`src/plr_pkg.sv`:
```
// Shared types and constants for the piecewise linear interpolator.
// Used by plr_front, plr_div_stage and piecewise_linear_interpolator_unit.
package plr_pkg;

  // request kinds carried on in_tuser
  localparam logic REQ_EVAL  = 1'b0;
  localparam logic REQ_WRITE = 1'b1;

  // result status codes carried on out_tuser
  localparam logic [1:0] ST_OK         = 2'd0;
  localparam logic [1:0] ST_NO_SEGMENT = 2'd1;
  localparam logic [1:0] ST_ZERO_WIDTH = 2'd2;

  // point count width (counts up to 511 breakpoints)
  localparam int NCW = 9;
  // divider: quotient bits, bits retired per stage, remainder width
  localparam int QW    = 33;
  localparam int DSTEP = 3;
  localparam int RW    = 35;
  localparam int DSTAGES = QW / DSTEP;

  // per-item sideband that rides along the pipeline
  typedef struct packed {
    logic        valid;
    logic        direct;  // value is final, no division needed
    logic [1:0]  status;
    logic [31:0] val;     // direct value, or y0 of the segment
    logic        neg;     // interpolation step is subtracted
  } side_t;

  // segment differences after selection
  typedef struct packed {
    side_t      side;
    logic [32:0] dy;
    logic [32:0] dq;
    logic [32:0] dx;
  } seg_t;

  // divider working set
  typedef struct packed {
    side_t         side;
    logic [RW-1:0] rem;
    logic [QW-1:0] low;
    logic [QW-1:0] quo;
    logic [RW-1:0] dd;
  } div_t;

endpackage

```
`src/plr_div_stage.sv`:
```
// One register stage of the restoring divider, DSTEP quotient bits per stage.
// Depends on plr_pkg.
module plr_div_stage import plr_pkg::*; (
  input  logic clk,
  input  logic rst_n,
  input  logic en,
  input  div_t d_i,
  output div_t d_o
);

  div_t d_r, d_nxt;

  // shift in a numerator bit, subtract where the divisor fits
  always_comb begin
    d_nxt = d_i;
    for (int k = 0; k < DSTEP; k++) begin
      d_nxt.rem = {d_nxt.rem[RW-2:0], d_nxt.low[QW-1]};
      d_nxt.low = {d_nxt.low[QW-2:0], 1'b0};
      if (d_nxt.rem >= d_nxt.dd) begin
        d_nxt.rem = d_nxt.rem - d_nxt.dd;
        d_nxt.quo = {d_nxt.quo[QW-2:0], 1'b1};
      end else begin
        d_nxt.quo = {d_nxt.quo[QW-2:0], 1'b0};
      end
    end
  end

  always_ff @(posedge clk) begin
    if (!rst_n) begin
      d_r.side.valid <= 1'b0;
    end else if (en) begin
      d_r <= d_nxt;
    end
  end

  assign d_o = d_r;

endmodule

```
`config.mk`:
```
export PLATFORM = sky130hd
export DESIGN_NAME = plr_div_stage
export DESIGN_NICKNAME = d
export VERILOG_FILES = /design/src/plr_pkg.sv /design/src/plr_div_stage.sv
export SDC_FILE = /design/constraint.sdc
export NUM_CORES = 1
export LEC_CHECK = 0
export ABC_CLOCK_PERIOD_IN_PS = 13050
export BUFFER_PORTS_ARGS = -buffer_cell sky130_fd_sc_hd__buf_2
export CAP_MARGIN = 20
export CORE_AREA = 10 10 224 247
export CTS_CLUSTER_SIZE = 10
export DETAILED_ROUTE_END_ITERATION = 10
export DIE_AREA = 0 0 234 257
export GPL_ROUTABILITY_DRIVEN = 0
export GPL_TIMING_DRIVEN = 0
export PLACE_DENSITY = 0.42
export SLEW_MARGIN = 40
export SYNTH_ARGS = -nofsm -noshare
export SYNTH_HDL_FRONTEND = slang
export SYNTH_SLANG_ARGS = --single-unit
```
`constraint.sdc`:
```
create_clock -name clk -period 13.05 [get_ports clk]
set_input_delay 2.61 -clock clk [delete_from_list [all_inputs] [get_ports clk]]
set_output_delay 2.61 -clock clk [all_outputs]
set_load 0.02 [all_outputs]
```
==> metrics.txt, run 1 <==
FFs w/ async S/R, synth 0%; TritonCTS clock tree built; Post-DP HPWL 40060 um; Hold Path Cell Cnt 2; all-layer global routing usage 15.57%; Max stage delay cell, worst path or4_1; Seq/Total Area, Yosys 41.17%; # clock sinks 170; largest net degree at the start of global routing 41; Power Density 164.1 nW/um^2; vias in the first global route 10.94k; P_leak 6.737 nW; core area 49930 um^2; Setup TNS 0 ps; violation count after the first detailed-route iteration 574; status completed; fin crit period 12310 ps; DR WL/cell 21.51 um; clock buffer depth 2; worst skew pair latency 480 ps; clk slew on worst S/H paths 70 ps; crit share post-route 94.32%; die area 60140 um^2; Fin. Hold Viols 0; Critical Path End Type flip-flop; clock root buffer clkbuf_16; Crit Path Max Fanout 10; Post-Route WL 48010 um; number of synthesized flops with an enable pin 169; post-CTS sizing 0; GRT overflow 0; Num CTS Buffers 17; Syn Area/Cell 10.39 um^2; initial antenna violation count 4; worst reg2reg setup slack 12460 ps; RSZ-0062 raised after global routing no; Post CTS Setup Buffer Count 0; Bufs and invs on worst path 10; internal power 0.001515 W; Hold Path End d_o[172]; Post-CTS Hold Fix Bufs 0; commonest non-fill, non-tap cell in the layout buf_2; Required @ worst endpoint 13280 ps; post-synth cell types 78; final core utilization 31.25%; Least-Margin Pin Slew 859.0 ps; final setup violation count 0; Syn. warnings 0; # port buffers 341; fmax 81.25 MHz; max-cap viol count 0; Post-DP Area 15000 um^2; CTS H-Tree Depth 4; DIE WIDTH 234 um; Fin Clk Skew 0 ps; slowest stage delay, CP 540 ps; Cell Area, Synth 12380 um^2; switching power of the nets 0.001046 W; CP top delay family compound AO/OA/AOI/OAI gates; Initial Util 24.79%; Comb pwr share 51.9%; Register Area 5095 um^2; DR pass1 iterations 5; max_slew headroom 42.22%; max reg flops 170; switching share of total power 40.84%; fin nets 1841; sequential power share 27.7%; first-pass GRT wire length 69550 um; Die Ht 257 um; Worst Hold Class reg -> reg; layout cells sized above 1 31.34%; FILL cells 5271; I/O pin total 349; clock network fraction of total power 20.4%; num rows 86; Final Slew Violations 0; Syn Inst Count 1191; commonest cells after routing, fill and taps aside buf_2 (348), edfxtp_1 (169), ha_1 (105), a21oi_1 (100), nand2_1 (86); post-route antenna net violation count 0; Finished Cell Area 15600 um^2; Post-synth top flop edfxtp_1; Critical Path Source Type input pin; Remaining DRCs 0; area occupied by multi-input gates 6840 um^2; reg2reg path depth 2; number of synthesized register bits 170; CP arrival 12530 ps; hold path startpoint d_o[172]; Layout area overhead 26.06%; vias per cell 4.827; R2R Path Start d_o[172]; vias 10.77k; CP Class in -> reg; Reg2Reg Capture Point d_o[172]; Max IR drop VDD 0.09242 mV
cells in the mapped netlist (all sizes together) (6+ instances only):
cell	count	area, um^2
edfxtp	169	5075
ha	105	1314
a21oi	101	516.8
nand2	87	329.1
mux2	81	987.2
inv	72	275.3
nor2	72	277.8
o21ai	65	325.3
xnor2	58	508.0
a21o	49	367.9
nand3	28	140.1
nor3	27	135.1
xor2	21	183.9
buf	18	136.4
a31oi	15	93.84
and3	15	93.84
nand4	15	93.84
nor2b	15	93.84
nand2b	14	87.58
o21bai	14	105.1
a211oi	13	107.6
clkbuf	12	45.04
o211ai	9	67.56
o21a	8	60.06
or3	8	50.05
a211o	7	61.31
and2	6	37.54
mux2i	6	60.06
nor4	6	37.54
final cells by class:
class | count | area share [%]
sequential | 170 | 32.66
tap | 660 | 5.293
multi-input combinational | 921 | 43.84
antenna | 2 | 0.03208
buffer | 30 | 1.163
clock inverter | 14 | 0.9784
inverter | 72 | 1.764
clock buffer | 18 | 2.815
timing repair buffer | 345 | 11.45
metal layers:
| metal | wire (um) | up-vias | part of all wire, % | track usage [%] |
|---|---|---|---|---|
| li1 | - | 5230 | - | - |
| met1 | 20100 | 5142 | 42 | 18.36 |
| met2 | 23550 | 340 | 49 | 26.67 |
| met3 | 3079 | 57 | 6.4 | 3.830 |
| met4 | 1248 | 4 | 2.6 | 5.774 |
| met5 | 31 | - | 0.065 | 0 |
power by group through the flow:
stage / registers [W] / clock network [W] / logic, W
2_1_floorplan: 0.000807 / 0 / 0.000864
3_3_place_gp: 0.000728 / 0 / 0.00133
3_5_place_dp: 0.000723 / 0 / 0.00133
4_1_cts: 0.000711 / 0.000555 / 0.00134
5_1_grt: 0.000715 / 0.000572 / 0.00146
6_report: 0.000709 / 0.000523 / 0.00133
through the flow:
stage | cells | hold WS [ps] | total power (W) | worst slack [ps]
after floorplan | 1193 | 589.3 | 0.001670 | 3070
after global placement | 2194 | 497.8 | 0.002053 | 23.33
after detailed placement | 2198 | 506.3 | 0.002052 | 267.2
after CTS | 2230 | 521.0 | 0.002607 | 773.7
after global routing | 2231 | 588.5 | 0.002751 | 324.6
final | 2232 | 517.2 | 0.002561 | 741.7
worst register-to-register path, delay by kind of cell (launching register included):
family,cells,cell delay [ps]
AND/OR/NAND/NOR,1,60
flip-flops,1,310
multiplexers,1,120
how the worst max path moves through the flow:
stage,startpoint,to,cells after the start
2_1_floorplan,d_i[23],d_o[135],34
3_3_place_gp,d_i[19],d_o[129],35
3_5_place_dp,d_i[28],d_o[130],36
4_1_cts,d_i[28],d_o[133],36
5_1_grt,d_i[28],d_o[129],35
6_report,d_i[28],d_o[130],36
cell families (layout without fill, tap and decap cells):
family          Yosys count  count (layout)  share of synthesized area [%]
compound gates          330             330                          17.45
simple gates            314             314                          12.51
flops                   170             170                          41.17
fa+ha+maj               108             108                          11.10
buf+inv                 102             479                          3.690
mux                      87              87                          8.462
xor+xnor                 79              79                          5.591
other cells               1               5                        0.03030
No activity file was read; power rests on OpenSTA's default activity.
==> inputs of run 2 (changes only) <==
Settings changed: REMOVE_ABC_BUFFERS set to 1, SLEW_MARGIN 40 to 30.
==> metrics.txt, run 2 (synthesis gave the netlist of run 1 again) <==
Post-Route WL 46430 um (-3.3%); Critical Path End Type flip-flop; Worst Hold Class reg -> reg; placed instance count 2169 (-1.3%); Hold Path Cell Cnt 2 (unchanged); max-cap viol count 0 (unchanged); Die Ht 257 um (unchanged); Post-DP HPWL 38570 um (-3.7%); CP Class in -> reg; worst skew pair latency 460 ps (-20 ps); max reg flops 170 (unchanged); status completed; fin crit period 12380 ps (+74.87 ps); layout cells sized above 1 30.95% (-0.38 points); TritonCTS clock tree built; Max IR drop VDD 0.06533 mV (-29%); clk slew on worst S/H paths 70 ps (about the same); post-place setup slack -474.2 ps (-741.4 ps); commonest non-fill, non-tap cell in the layout buf_2; DR pass1 iterations 5 (unchanged); fin nets 1812 (-1.6%); clock buffer depth 2 (unchanged); Post-Layout Cell Count 2207 (-1.1%); Layout area overhead 24.91%; slowest stage delay, CP 580 ps (+40 ps); all-layer global routing usage 14.84% (-0.73 points); Remaining DRCs 0 (unchanged); Max stage delay cell, worst path nor4_2; CP arrival 12580 ps (+50 ps); final setup violation count 0 (unchanged); fmax 80.75 MHz (-0.60%); reg2reg path depth 2 (unchanged); Required @ worst endpoint 13240 ps (-40 ps); # port buffers 341 (unchanged); vias per cell 4.788 (-0.80%); Power Density 163.8 nW/um^2 (-0.18%); commonest cells after routing, fill and taps aside buf_2 (341), edfxtp_1 (169), ha_1 (105), a21oi_1 (100), nand2_1 (86); Critical Path Source Type input pin; Fin Clk Skew 0 ps (unchanged); I/O pin total 349 (unchanged); Min Hold Slack 533.7 ps (+16.55 ps); Post-CTS Hold Fix Bufs 0 (unchanged); largest net degree at the start of global routing 44 (+7.3%); Initial Util 24.79% (unchanged); Final Slew Violations 0 (unchanged); final core utilization 30.96% (-0.29 points); core area 49930 um^2 (unchanged); first-pass GRT wire length 66960 um (-3.7%); initial antenna violation count 10 (+6); vias 10.57k (-1.9%); # clock sinks 170 (unchanged); CTS H-Tree Depth 4 (unchanged); RSZ-0062 raised after global routing no; DIE WIDTH 234 um (unchanged); die area 60140 um^2 (unchanged); Num CTS Buffers 17 (unchanged); Fin. Hold Viols 0 (unchanged); num rows 86 (unchanged); Crit Path Max Fanout 36 (+26); clock root buffer clkbuf_16; post-route antenna net violation count 0 (unchanged); post-route setup slack 666.8 ps (-74.87 ps); violation count after the first detailed-route iteration 603 (+5.1%); P_leak 6.647 nW (-1.3%); Least-Margin Pin Slew 838.1 ps (-20.89 ps); DR WL/cell 21.04 um (-2.2%); max_slew headroom 43.63% (+1.4 points); GRT overflow 0 (unchanged); vias in the first global route 10.75k (-1.7%); crit share post-route 94.89% (+0.57 points); Post CTS Setup Buffer Count 0 (unchanged)
[run 2: cell types whose count changed in the layout (fill, tap and decap cells not counted), sizes merged]
cell / delta
diode: +4
inv: +1
clkinvlp: -1
clkbuf: -12
buf: -17
clkinv: +1
bufinv: -1
[run 2: area by class of cell]
cell class	count	area (um^2)
diodes	6	15.01
inverters	72	277.8
flip-flops and latches	170	5095
well taps	660	825.8
clock inverters	14	148.9
multi-input cells	921	6844
fillers	5287	34470
clock buffers	18	439.2
repair buffers	346	1813
[run 2: worst max-delay path, delay by kind of cell]
| family | cells | cell delay (ps) |
|---|---|---|
| fa+ha+maj | 3 | 1260 |
| buf+inv | 6 | 1670 |
| mux | 2 | 850 |
| simple gates | 10 | 2650 |
| compound gates | 10 | 3470 |
[run 2: final timing paths]
kind	from	to	slack (ps)
worst max-delay path	d_i[19]	d_o[128]	670
worst max register to register	d_o[172]	d_o[172]	12450
worst min register to register	d_o[172]	d_o[172]	530
worst min-delay path	d_o[172]	d_o[172]	530
[run 2: metal layers]
| metal | global-route usage [%] | vias to the layer above | wire, um | share of wire [%] |
|---|---|---|---|---|
| met1 | 17.38 | 5051 | 19200 | 41 |
| met3 | 3.808 | 33 | 3216 | 6.9 |
| li1 | - | 5181 | - | - |
| met5 | 0 | - | 31 | 0.067 |
| met2 | 26.01 | 296 | 23140 | 50 |
| met4 | 4.214 | 6 | 852 | 1.8 |
[run 2: what timing repair did]
item	in CTS	in global routing
resized for setup	1	2
cloned	0	0
setup endpoints to repair	1	23
[run 2: power by group]
group / internal (W) / switching, W
registers: 0.000695 / 0.0000138
clock network: 0.000261 / 0.000258
logic: 0.000538 / 0.000767
[run 2: stage by stage]
stage          setup TNS [ps]  instance area (um^2)  power, W
6_report                    0                 15460  0.002533
5_1_grt                     0                 15450  0.002710
4_1_cts                     0                 15440  0.002572
3_5_place_dp            -9838                 14850  0.002025
3_3_place_gp           -64670                 14730  0.002025
2_1_floorplan               0                 12200  0.001654
